<file path="src/hdl/mlbc_pkg.sv">
// Shared types, codes and constants for the multi-LED blink controller.
`default_nettype none

package mlbc_pkg;

  localparam int NUM_LEDS_DEF = 8;
  localparam int PIN_W        = 8;
  localparam int CFG_W        = 16;
  localparam int CFG_IDX_W    = 2;
  localparam int TICK_W       = 17;
  localparam int PERIOD_W     = 16;
  localparam int DUTY_W       = 7;
  localparam int COUNT_W      = 8;

  localparam logic [DUTY_W-1:0]  DUTY_MAX      = 7'd100;
  localparam logic [COUNT_W-1:0] COUNT_FOREVER = 8'd255;
  localparam logic [TICK_W-1:0]  TICK_MAX      = 17'h1FFFF;

  // request kinds
  localparam logic [1:0] REQ_SET   = 2'd0;
  localparam logic [1:0] REQ_BLINK = 2'd1;
  localparam logic [1:0] REQ_TICK  = 2'd2;

  // set modes; anything else means off
  localparam logic [1:0] MODE_ON     = 2'd1;
  localparam logic [1:0] MODE_TOGGLE = 2'd2;

  // config register indexes
  localparam logic [CFG_IDX_W-1:0] CFG_TICK_PERIOD = 2'd0;
  localparam logic [CFG_IDX_W-1:0] CFG_LEDS_IN_USE = 2'd1;
  localparam logic [CFG_IDX_W-1:0] CFG_PRESENT     = 2'd2;
  localparam logic [CFG_IDX_W-1:0] CFG_ACTIVE_HIGH = 2'd3;

  // one slot of blink state
  typedef struct packed {
    logic [COUNT_W-1:0]  cycles;
    logic [DUTY_W-1:0]   duty;
    logic [PERIOD_W-1:0] period;
    logic [TICK_W-1:0]   tick;
  } entry_t;

  // tick engine result for one slot
  typedef struct packed {
    logic   valid;
    logic   active;
    logic   lit;
    entry_t nxt;
  } tick_res_t;

endpackage

`default_nettype wire

</file>
<file path="src/hdl/mlbc_slot_mem.sv">
// Per-slot blink state memory with reset-cleared valid bits and registered read.
`default_nettype none

module mlbc_slot_mem import mlbc_pkg::*; #(
  parameter int DEPTH = NUM_LEDS_DEF,
  parameter int AW    = (DEPTH > 1) ? $clog2(DEPTH) : 1
) (
  input  wire logic          clk,
  input  wire logic          rst,
  input  wire logic          wr_en,
  input  wire logic          clr_en,
  input  wire logic [AW-1:0] wr_addr,
  input  wire entry_t        wr_data,
  input  wire logic [AW-1:0] rd_addr,
  output entry_t             rd_data
);

  entry_t           mem [DEPTH];
  logic [DEPTH-1:0] valid;
  entry_t           mem_q;
  logic             valid_q;

  always_ff @(posedge clk) begin
    if (wr_en) begin
      mem[wr_addr] <= wr_data;
    end
    mem_q <= mem[rd_addr];
  end

  always_ff @(posedge clk) begin
    if (rst) begin
      valid   <= '0;
      valid_q <= 1'b0;
    end else begin
      if (wr_en) begin
        valid[wr_addr] <= 1'b1;
      end else if (clr_en) begin
        valid[wr_addr] <= 1'b0;
      end
      valid_q <= valid[rd_addr];
    end
  end

  // an entry never written, or cleared by a set, reads as idle
  assign rd_data = valid_q ? mem_q : '0;

endmodule

`default_nettype wire

</file>
<file path="src/hdl/mlbc_tick_unit.sv">
// Tick arithmetic for one slot: multiply stage, then compare and update.
`default_nettype none

module mlbc_tick_unit import mlbc_pkg::*; #(
  parameter int AW = 3
) (
  input  wire logic                clk,
  input  wire logic                rst,
  input  wire logic                in_valid,
  input  wire logic [AW-1:0]       in_addr,
  input  wire entry_t              in_entry,
  input  wire logic [PERIOD_W-1:0] tick_period,
  output tick_res_t                res,
  output logic [AW-1:0]            res_addr
);

  localparam int ELAPSED_W = TICK_W + PERIOD_W;
  localparam int HIGH_W    = PERIOD_W + DUTY_W;
  localparam int SCALED_W  = ELAPSED_W + 7;

  logic                 s2_valid;
  logic [AW-1:0]        s2_addr;
  entry_t               s2_entry;
  logic [ELAPSED_W-1:0] elapsed;
  logic [HIGH_W-1:0]    high_x100;

  logic [SCALED_W-1:0]  elapsed_ext;
  logic [SCALED_W-1:0]  scaled;
  logic                 period_done;

  always_ff @(posedge clk) begin
    if (rst) begin
      s2_valid <= 1'b0;
    end else begin
      s2_valid <= in_valid;
    end
  end

  always_ff @(posedge clk) begin
    s2_addr   <= in_addr;
    s2_entry  <= in_entry;
    elapsed   <= ELAPSED_W'(in_entry.tick * tick_period);
    high_x100 <= HIGH_W'(in_entry.period * in_entry.duty);
  end

  // elapsed < floor(p*d/100)  <=>  100*(elapsed+1) <= p*d
  assign elapsed_ext = SCALED_W'(elapsed);
  assign scaled      = (elapsed_ext << 6) + (elapsed_ext << 5) + (elapsed_ext << 2)
                       + SCALED_W'(100);
  assign period_done = elapsed >= ELAPSED_W'(s2_entry.period);

  always_comb begin
    res.valid  = s2_valid;
    res.active = s2_entry.cycles != '0;
    res.lit    = scaled <= SCALED_W'(high_x100);
    res.nxt    = s2_entry;
    if (s2_entry.tick != TICK_MAX) begin
      res.nxt.tick = s2_entry.tick + 1'b1;
    end
    if (period_done) begin
      res.nxt.tick = '0;
      if (s2_entry.cycles != COUNT_FOREVER) begin
        res.nxt.cycles = s2_entry.cycles - 1'b1;
      end
    end
  end

  assign res_addr = s2_addr;

endmodule

`default_nettype wire

</file>
<file path="src/hdl/multi_led_blink_controller_core.sv">
// Multi-LED blink controller top level: request sequencer, pins and result register.
//
//   channel  dir  beat contents
//   s_*      in   tuser = req_type; tdata = led_index, set_mode, blink_count,
//                 duty_percent, blink_period_ms (low bit up)
//   m_*      out  tdata = led_pins; tuser = rejected
//   cfg_*    in   write enable, register index, write data
//
// Set, blink and unknown requests pass the apply and done states before the result.
// A tick reads min(leds_in_use, NUM_LEDS) slots, one slot memory read per
// cycle feeding a two-stage multiply/compare pipeline with write-back.
// One request is in flight at a time; a new one is taken while the last
// result still waits on m_tready. Reset clears slot valid bits at once.
`default_nettype none

module multi_led_blink_controller_core import mlbc_pkg::*; #(
  parameter int NUM_LEDS = NUM_LEDS_DEF
) (
  input  wire logic                 clk,
  input  wire logic                 rst,
  input  wire logic                 s_tvalid,
  output logic                      s_tready,
  input  wire logic [39:0]          s_tdata,   // led_index[2:0], set_mode[4:3],
                                               // blink_count[12:5], duty_percent[20:13],
                                               // blink_period_ms[36:21], zero pad
  input  wire logic [1:0]           s_tuser,   // req_type[1:0]
  output logic                      m_tvalid,
  input  wire logic                 m_tready,
  output logic [PIN_W-1:0]          m_tdata,   // led_pins[7:0]
  output logic                      m_tuser,   // rejected[0]
  input  wire logic                 cfg_we,
  input  wire logic [CFG_IDX_W-1:0] cfg_index,
  input  wire logic [CFG_W-1:0]     cfg_data
);

  localparam int AW    = (NUM_LEDS > 1) ? $clog2(NUM_LEDS) : 1;
  localparam int CNT_W = $clog2(NUM_LEDS + 1);
  localparam int LIM_W = (CNT_W > 4) ? CNT_W : 4;

  localparam logic [1:0] ST_IDLE  = 2'd0;
  localparam logic [1:0] ST_APPLY = 2'd1;
  localparam logic [1:0] ST_TICK  = 2'd2;
  localparam logic [1:0] ST_DONE  = 2'd3;

  logic [1:0]  state;
  logic [1:0]  state_next;

  // config registers
  logic [PERIOD_W-1:0] tick_period;
  logic [3:0]          leds_in_use;
  logic [PIN_W-1:0]    present_mask;
  logic [PIN_W-1:0]    active_high;

  // captured request
  logic [1:0]          req_q;
  logic [2:0]          idx_q;
  logic [1:0]          mode_q;
  logic [COUNT_W-1:0]  count_q;
  logic [7:0]          duty_q;
  logic [PERIOD_W-1:0] period_q;

  logic [PIN_W-1:0]    pins;
  logic                rej_q;

  logic [LIM_W-1:0]    cnt;
  logic [LIM_W-1:0]    limit;
  logic                rd_issue;
  logic                s1_valid;
  logic [AW-1:0]       s1_addr;

  logic                mem_we;
  logic                mem_clr;
  logic [AW-1:0]       mem_waddr;
  entry_t              mem_wdata;
  entry_t              mem_rdata;

  tick_res_t           tres;
  logic [AW-1:0]       tres_addr;

  logic                idx_ok;
  logic [PIN_W-1:0]    idx_bit;
  logic                set_lit;
  logic                tick_drive;
  logic [2:0]          tick_bit;
  logic                out_free;

  mlbc_slot_mem #(.DEPTH(NUM_LEDS), .AW(AW)) u_mem (
    .clk     (clk),
    .rst     (rst),
    .wr_en   (mem_we),
    .clr_en  (mem_clr),
    .wr_addr (mem_waddr),
    .wr_data (mem_wdata),
    .rd_addr (cnt[AW-1:0]),
    .rd_data (mem_rdata)
  );

  mlbc_tick_unit #(.AW(AW)) u_tick (
    .clk         (clk),
    .rst         (rst),
    .in_valid    (s1_valid),
    .in_addr     (s1_addr),
    .in_entry    (mem_rdata),
    .tick_period (tick_period),
    .res         (tres),
    .res_addr    (tres_addr)
  );

  assign s_tready = (state == ST_IDLE);
  assign out_free = !m_tvalid || m_tready;

  assign limit    = (LIM_W'(leds_in_use) < LIM_W'(NUM_LEDS)) ? LIM_W'(leds_in_use)
                                                              : LIM_W'(NUM_LEDS);
  assign rd_issue = (state == ST_TICK) && (cnt < limit);

  assign idx_ok  = (4'(idx_q) < leds_in_use) && (LIM_W'(idx_q) < LIM_W'(NUM_LEDS))
                   && present_mask[idx_q];
  assign idx_bit = PIN_W'(1) << idx_q;
  assign set_lit = (mode_q == MODE_ON);

  // slots past the pin vector never hold an active blink, but guard the index
  assign tick_bit   = 3'(tres_addr);
  assign tick_drive = tres.valid && tres.active && (LIM_W'(tres_addr) < LIM_W'(PIN_W))
                      && present_mask[tick_bit];

  always_comb begin
    mem_we    = 1'b0;
    mem_clr   = 1'b0;
    mem_waddr = AW'(idx_q);
    mem_wdata = '0;
    if (state == ST_APPLY && idx_ok) begin
      mem_clr             = (req_q == REQ_SET);
      mem_we              = (req_q == REQ_BLINK);
      mem_wdata.cycles    = count_q;
      mem_wdata.duty      = (duty_q > 8'(DUTY_MAX)) ? DUTY_MAX : duty_q[DUTY_W-1:0];
      mem_wdata.period    = period_q;
    end else if (state == ST_TICK && tres.valid && tres.active) begin
      mem_we    = 1'b1;
      mem_waddr = tres_addr;
      mem_wdata = tres.nxt;
    end
  end

  always_comb begin
    state_next = state;
    unique case (state)
      ST_IDLE: begin
        if (s_tvalid) begin
          state_next = (s_tuser == REQ_TICK) ? ST_TICK : ST_APPLY;
        end
      end
      ST_APPLY: state_next = ST_DONE;
      ST_TICK: begin
        if (!rd_issue && !s1_valid && !tres.valid) begin
          state_next = ST_DONE;
        end
      end
      ST_DONE: begin
        if (out_free) begin
          state_next = ST_IDLE;
        end
      end
      default: state_next = ST_IDLE;
    endcase
  end

  always_ff @(posedge clk) begin
    if (rst) begin
      state        <= ST_IDLE;
      tick_period  <= 16'd10;
      leds_in_use  <= 4'd8;
      present_mask <= 8'hFF;
      active_high  <= 8'hFF;
      pins         <= '0;
      cnt          <= '0;
      s1_valid     <= 1'b0;
      m_tvalid     <= 1'b0;
    end else begin
      state    <= state_next;
      s1_valid <= rd_issue;

      if (cfg_we) begin
        unique case (cfg_index)
          CFG_TICK_PERIOD: tick_period  <= cfg_data;
          CFG_LEDS_IN_USE: leds_in_use  <= cfg_data[3:0];
          CFG_PRESENT:     present_mask <= cfg_data[PIN_W-1:0];
          CFG_ACTIVE_HIGH: active_high  <= cfg_data[PIN_W-1:0];
          default: ;
        endcase
      end

      if (s_tvalid && s_tready) begin
        cnt <= '0;
      end else if (rd_issue) begin
        cnt <= cnt + 1'b1;
      end

      if (state == ST_APPLY && req_q == REQ_SET && idx_ok) begin
        if (mode_q == MODE_TOGGLE) begin
          pins <= pins ^ idx_bit;
        end else if (active_high[idx_q] == set_lit) begin
          pins <= pins | idx_bit;
        end else begin
          pins <= pins & ~idx_bit;
        end
      end else if (state == ST_TICK && tick_drive) begin
        pins[tick_bit] <= active_high[tick_bit] ? tres.lit : !tres.lit;
      end

      if (state == ST_DONE && out_free) begin
        m_tvalid <= 1'b1;
      end else if (m_tready) begin
        m_tvalid <= 1'b0;
      end
    end
  end

  // payload registers
  always_ff @(posedge clk) begin
    s1_addr <= cnt[AW-1:0];
    if (s_tvalid && s_tready) begin
      req_q    <= s_tuser;
      idx_q    <= s_tdata[2:0];
      mode_q   <= s_tdata[4:3];
      count_q  <= s_tdata[12:5];
      duty_q   <= s_tdata[20:13];
      period_q <= s_tdata[36:21];
      rej_q    <= 1'b0;
    end
    if (state == ST_APPLY) begin
      case (req_q) inside
        REQ_SET, REQ_BLINK: rej_q <= !idx_ok;
        REQ_TICK:           rej_q <= 1'b0;
        default:            rej_q <= 1'b1;
      endcase
    end
    if (state == ST_DONE && out_free) begin
      m_tdata <= pins;
      m_tuser <= rej_q;
    end
  end

`ifndef NO_ASSERTIONS
  a_one_in_flight: assert property (@(posedge clk) disable iff (rst)
    s_tvalid && s_tready |=> !s_tready)
    else $error("request accepted while another is in flight");

  a_no_write_idle: assert property (@(posedge clk) disable iff (rst)
    state == ST_IDLE |-> !mem_we && !mem_clr)
    else $error("slot memory written while idle");

  a_result_from_done: assert property (@(posedge clk) disable iff (rst)
    $rose(m_tvalid) |-> $past(state) == ST_DONE)
    else $error("result raised outside completion state");

  a_tick_drained: assert property (@(posedge clk) disable iff (rst)
    state == ST_TICK && state_next == ST_DONE |-> !s1_valid && !tres.valid)
    else $error("tick finished with slots still in the pipeline");
`endif

endmodule

`default_nettype wire
</file>
<file path="config.mk">
export PLATFORM = sky130hd
export DESIGN_NAME = multi_led_blink_controller_core
export DESIGN_NICKNAME = d
export VERILOG_FILES = /design/src/hdl/mlbc_pkg.sv /design/src/hdl/mlbc_slot_mem.sv /design/src/hdl/mlbc_tick_unit.sv /design/src/hdl/multi_led_blink_controller_core.sv
export SDC_FILE = /design/constraint.sdc
export NUM_CORES = 2
export LEC_CHECK = 0
export ABC_AREA = 1
export BUFFER_PORTS_ARGS = -buffer_cell sky130_fd_sc_hd__buf_4
export CAP_MARGIN = 15
export CORE_MARGIN = 4
export CORE_UTILIZATION = 58
export CTS_CLUSTER_SIZE = 20
export DETAILED_ROUTE_END_ITERATION = 10
export PLACE_DENSITY = 0.74
export SYNTH_ARGS = -nofsm -noshare
export SYNTH_HDL_FRONTEND = slang
export SYNTH_SLANG_ARGS = --single-unit
</file>
<file path="constraint.sdc">
create_clock -name clk -period 11.7 [get_ports clk]
set_input_delay 0 -clock clk [delete_from_list [all_inputs] [get_ports clk]]
set_output_delay 0 -clock clk [all_outputs]
set_load 0.03 [all_outputs]
</file>
# ---- Yosys cells after proc, flatten, opt, wreduce, memory -nomap -nowiden
# Memory sizes are Yosys's and may differ from the RTL's. A register that Yosys moved wholly into a read port is not among the register bits.
# Index checks and enable logic that the tools add are counted.
dict set report word_totals {
  ff_bits 221
  mem_bits_rw 384
  in_bits 65
  out_inout_bits 11
  word_cells 163
  mem_count 1
}
# name depth width rd rd_clocked_by_memory_dff write_ports line
set mem_list {}
lappend mem_list {u_mem.mem 8 48 1 1 1 mlbc_slot_mem.sv:18} ;# entry_t mem [DEPTH];
dict set report classes {
  add_sub_neg 6
  multipliers 2
  magnitude_cmp 12
  n_eq_ne 17
  shift 1
  n_mux 50
  bitwise_logic 7
  n_reduce_logical 38
}
# op count
set op_table {}
lappend op_table {{2-to-1 mux 8 bit} 8}
lappend op_table {{2-to-1 mux 17 bit} 3}
lappend op_table {{2-to-1 mux 48 bit} 1}
lappend op_table {{adder 39 x 38 -> 40 bit} 1}
lappend op_table {{adder 40 x 35 -> 40 bit} 1}
lappend op_table {{adder 40 x 7 -> 40 bit (second input constant)} 1}
lappend op_table {{<= comparator 40 x 23 -> 1 bit} 1}
lappend op_table {{2-to-1 mux 40 bit} 1}
lappend op_table {{>= comparator 33 x 16 -> 1 bit} 1}
lappend op_table {{multiplier 17 x 16 -> 33 bit} 1}
lappend op_table {{2-to-1 mux 31 bit} 1}
lappend op_table {{multiplier 16 x 7 -> 23 bit} 1}
lappend op_table {{2-to-1 mux 1 bit} 19}
lappend op_table {{adder 17 x 1 -> 17 bit (second input constant)} 1}
lappend op_table {{!= test 17 bit (second input constant)} 1}
lappend op_table {{bitwise AND 8 bit} 2}
lappend op_table {{logical AND 1 bit} 16}
lappend op_table {{less-than comparator 3 x 4 -> 1 bit (second input constant)} 4}
lappend op_table {{NOT 8 bit} 2}
lappend op_table {{OR 8 bit} 2}
lappend op_table {{binary-select mux 1 bit (select 3 bit)} 5}
lappend op_table {{equality test 2 bit (second input constant)} 7}
lappend op_table {{bitwise mux 8 bit} 1}
lappend op_table {{equality test 2 x 1 -> 1 bit (second input constant)} 4}
lappend op_table {{27 further kinds} 48}

# ---- Longest topological paths before layout
dict set report depth {
  word_depth 13
  depth_mapped 27
  depth_no_buf 26
}

# ---- Modules after synthesis
# From an unflattened synthesis, not the netlist that was laid out.
dict set report unflattened {
  hier_cells 5026
  hier_area_um2 43533.0
}
# module n_inst cells_per_inst area_each_um2 seq_area_each_um2
set by_module_without_submodules {}
lappend by_module_without_submodules {mlbc_tick_unit 1 2808 21001.4 2162.1}
lappend by_module_without_submodules {mlbc_slot_mem 1 1512 17131.4 12672.2}
lappend by_module_without_submodules {multi_led_blink_controller_core 1 706 5400.2 2572.5}

# ---- Least setup slack after synthesis
# OpenSTA, ideal clock, no wires.
dict set report synth_path {
  path_kind {register to register}
  start {register u_mem.valid_q}
  end {register u_tick.elapsed[29]}
  setup_ps 72
  arrival_ps 6005
  required_ps 11628
  slack_ps 5623
  stages_incl_launch_ff 25
  path_buffers 2
  synth_period_minus_slack_ps 6077
  path_cell_list {dfxtp_1 > clkbuf_1 > nand2_1 > inv_1 > clkbuf_1 > nand2_1 > fa_1 > fa_1 > inv_1 > fa_1 > fa_1 > fa_1 > inv_1 > fa_1 > inv_1 > ha_1 > nand2_1 > nor4_1 > o21ai_0 > nand3_1 > nand4_1 > o211ai_1 > a21boi_0 > o21ai_0 > xor2_1}
}
# element line
set synth_rtl {}
lappend synth_rtl {{start, declared} mlbc_slot_mem.sv:21} ;# logic valid_q;
lappend synth_rtl {{start signal, assigned} mlbc_slot_mem.sv:40} ;# valid_q <= valid[rd_addr];
lappend synth_rtl {{end signal, assigned} mlbc_tick_unit.sv:42} ;# elapsed <= ELAPSED_W'(in_entry.tick * tick_period);
lappend synth_rtl {{end, declared} mlbc_tick_unit.sv:24} ;# logic [ELAPSED_W-1:0] elapsed;

# ---- Worst setup path in the final report
dict set report layout_path {
  start {register u_mem.valid_q}
  end {register u_tick.elapsed[31]}
}
dict set report layout_between {
  elab_chain_len 2
}
# element line
set layout_lines {}
lappend layout_lines {{2-to-1 mux 40 bit} mlbc_slot_mem.sv:45} ;# assign rd_data = valid_q ? mem_q : '0;
lappend layout_lines {{multiplier 17 x 16 -> 33 bit} mlbc_tick_unit.sv:42}
# No other way between the ends.
# A chain may end at the register's enable or synchronous reset.

==> impl_metrics.json <==
{
  "critPathBufInv": 5,
  "grt_max_degree": 93,
  "chipHeight_um": 274,
  "max_clock_freq_mhz": 135,
  "status": "complete, no violations",
  "vias": 30568,
  "initial_core_util_pct": 58.5,
  "final_cells": 5525,
  "synthCells": 4424,
  "dieArea_um2": 75100,
  "reg2reg_from": "u_mem.valid_q",
  "critPathMaxFanout": 48,
  "gr-usage-all-layers_pct": 27.7,
  "worst_pin_slew_ps": 1180,
  "drv_cap": 0,
  "p_total_mw": 7.46,
  "dp.cells": 5323,
  "synthMuxAreaShare_pct": 0,
  "n_fill_cell": 5670,
  "cp.required_ps": 12220,
  "grt_remaining_overflow": 0,
  "drtAntennaViolNets": 0,
  "crit_family": "adder cells",
  "relSlewSlack_pct": 21.4,
  "via_per_inst": 5.53,
  "cts-root-to-sink-buffers": 3,
  "hp-start": "s_tdata[36]",
  "timing.final.crit_share_pct": 63.5,
  "regArea_um2": 17400,
  "path_class": "flip-flop to flip-flop",
  "hold_slack_ps": 112,
  "slowest_stage": "buf_4",
  "final.setup.tns_ps": 0,
  "cts_resized": 0,
  "rsz0062_at_grt": "false",
  "rows": 97,
  "post-route-util_pct": 64.7,
  "ys_seq_area_share_pct": 42.4,
  "post_cts_buffers": 0,
  "hold_end": "period_q[15]",
  "synth-compound-area-share_pct": 8.69,
  "cts_tree": "yes",
  "synth_top_family_by_area": "adder cells",
  "gp_congestion": 0.940,
  "skew_ps": 17.2,
  "setup_viol": 0,
  "ios": 76,
  "arrival_ps": 7950,
  "multi_input_area_um2": 20400,
  "cts.sinks": 653,
  "p_leak_nw": 20.4,
  "crit_chain": "buf_4 -> nand2_1 -> inv_1 -> nand2_1 -> fa_1 -> fa_1 -> inv_1 -> fa_1 -> fa_1 -> fa_1 -> inv_1 -> fa_1 -> inv_1 -> ha_1 -> nand2_1 -> nor4_1 -> o21ai_0 -> nand3_1 -> nand4_1 -> o211ai_1 -> a21boi_0 -> o21ai_0 -> xor2_1",
  "maxSlewViolCount": 0,
  "numCtsBuffers": 70,
  "reg2reg_depth": 23,
  "hpwl_mm": 70.7,
  "grt_pass1_wl_mm": 163,
  "dr.pass1.iters": 5,
  "synthAdderAreaFrac_pct": 23.7,
  "slowest_delay_ps": 560,
  "ys.flop_type": "edfxtp_1",
  "async_reset_ff_share_pct": 0,
  "hp-class": "primary input to flip-flop",
  "path_clk_slew_ps": 60,
  "ys_warn_count": 0,
  "wl_per_cell_um": 18.6,
  "netlist_area_um2": 41100,
  "ys_types": 61,
  "cellPowerDensity_nw_per_um2": 164,
  "synth_fp_nets": 5083,
  "cp-end-kind": "flip-flop",
  "hold_violations": 0,
  "cp-start-kind": "flip-flop",
  "synth_edf_count": 433,
  "cpMostUsedCell": "fa_1",
  "fin_nets": 5186,
  "synth_xor_area_share_pct": 1.90,
  "drtIter0Drc": 2798,
  "holdPathStages": 2,
  "fin_crit_ps": 7430,
  "port_buffers": 72,
  "worst_skew_pair.late_latency_ps": 600,
  "drive_above_1_share_pct": 5.00,
  "routed_wl_mm": 103,
  "syn_area_per_cell_um2": 9.28,
  "cts_root_buffer": "clkbuf_16",
  "first_global_vias": 30110,
  "area_growth_pct": 10.5,
  "antenna_found_initial": 2,
  "coreArea_um2": 70100,
  "die_x_um": 274,
  "r2r_end": "u_tick.elapsed[31]",
  "route.detailed.drc": 0,
  "irDropWorstVdd_mv": 0.179,
  "synth-simple-area-share_pct": 15.5,
  "htreeDepth": 3,
  "synth_seq_cells": 653,
  "reg2reg_slack_ps": 4270
}
-- power by group --
group	internal (mW)	switching, mW
logic	0.779	1.62
registers	2.72	0.206
clock network	1.24	0.891
-- cells by family after synthesis --
kind of cell,count (synthesis)
AO/OA/AOI/OAI,643
XOR/XNOR,89
adder cells (fa/ha/maj),594
buffers and inverters,854
flip-flops,653
AND/OR/NAND/NOR,1591
-- worst max-delay path by stage --
stage                        startpoint                  to  slack (ps)  depth (start not counted)
after floorplan           u_mem.valid_q  u_tick.elapsed[29]        5620                         24
final                     u_mem.valid_q  u_tick.elapsed[31]        4270                         23
after global routing      u_mem.valid_q  u_tick.elapsed[31]        3930                         23
after global placement    u_mem.valid_q  u_tick.elapsed[29]        4460                         23
after detailed placement  u_mem.valid_q  u_tick.elapsed[31]        4350                         23
after CTS                 u_mem.valid_q  u_tick.elapsed[31]        4350                         23
-- stage by stage --
| stage | setup slack [ps] | area (um2) |
|---|---|---|
| floorplan | 5620 | 41100 |
| global placement | 4460 | 42400 |
| detailed placement | 4350 | 42400 |
| CTS | 4350 | 45400 |
| global route | 3930 | 45400 |
| finish | 4270 | 45400 |
-- cells in the mapped netlist (all sizes together) (3+ instances only) --
master | number | area, um2
a211oi | 4 | 30.0
a21boi | 6 | 45.1
a21o | 4 | 30.0
a21oi | 157 | 793
a221oi | 3 | 26.3
a31oi | 56 | 350
and2 | 7 | 43.8
buf | 26 | 123
clkbuf | 106 | 398
clkinv | 18 | 68.8
dfxtp | 220 | 4400
edfxtp | 433 | 13000
fa | 306 | 6130
ha | 288 | 3600
inv | 704 | 2640
nand2 | 736 | 2780
nand3 | 101 | 523
nand3b | 4 | 30.0
nand4 | 37 | 231
nor2 | 660 | 2480
nor3 | 28 | 145
nor3b | 3 | 22.5
nor4 | 7 | 43.8
o211ai | 11 | 82.6
o21a | 3 | 22.5
o21ai | 314 | 1580
o21bai | 6 | 45.0
o22ai | 59 | 369
o31ai | 9 | 91.3
or2 | 6 | 37.5
xnor2 | 21 | 184
xor2 | 68 | 596
-- metal layers --
metal	track usage (%)	part of all wire [%]	wire length, um
met3	4.86	8.8	9010
met5	0	0.0068	7
met4	8.11	2.8	2850
met2	45.0	46	47500
met1	38.7	42	43400
-- registers in the layout, indices dropped and copies added, names as in the netlist, 4 cells and up, named ones only --
name	cells
duty_q	8
tick_period	16
leds_in_use	4
u_tick.s2_entry	25
u_tick.res	23
u_tick.high_x100	23
u_tick.elapsed	33
m_tdata	8
active_high	8
u_mem.mem_q	48
period_q	16
u_mem.mem	384
cnt	4
count_q	8
present_mask	8
-- layout by cell type (no fill, tap or decap), drive strengths merged, types with 92 or more instances in the layout --
cell type	Yosys	final
nand2	736	736
inv	704	707
nor2	660	660
edfxtp	433	433
o21ai	314	314
fa	306	306
ha	288	288
dfxtp	220	220
a21oi	157	157
nand3	101	101
clkbuf	106	98
buf	26	92
-- layout make-up --
type,instances,area share (%)
clock buffers,98,4.32
clock inverters,31,0.563
flip-flops and latches,653,38.4
repair buffers,163,3.09
well taps,940,2.59
inverters,722,5.99
diodes,1,0.00552
multi-input cells,2917,45.1
-- repair_timing --
item / 4_1_cts / 5_1_grt
endpoints found under the hold margin: 92 / 0
endpoints found under the setup margin: 0 / 0
hold buffers: 71 / 0
Power figures use the tool's default switching activity.
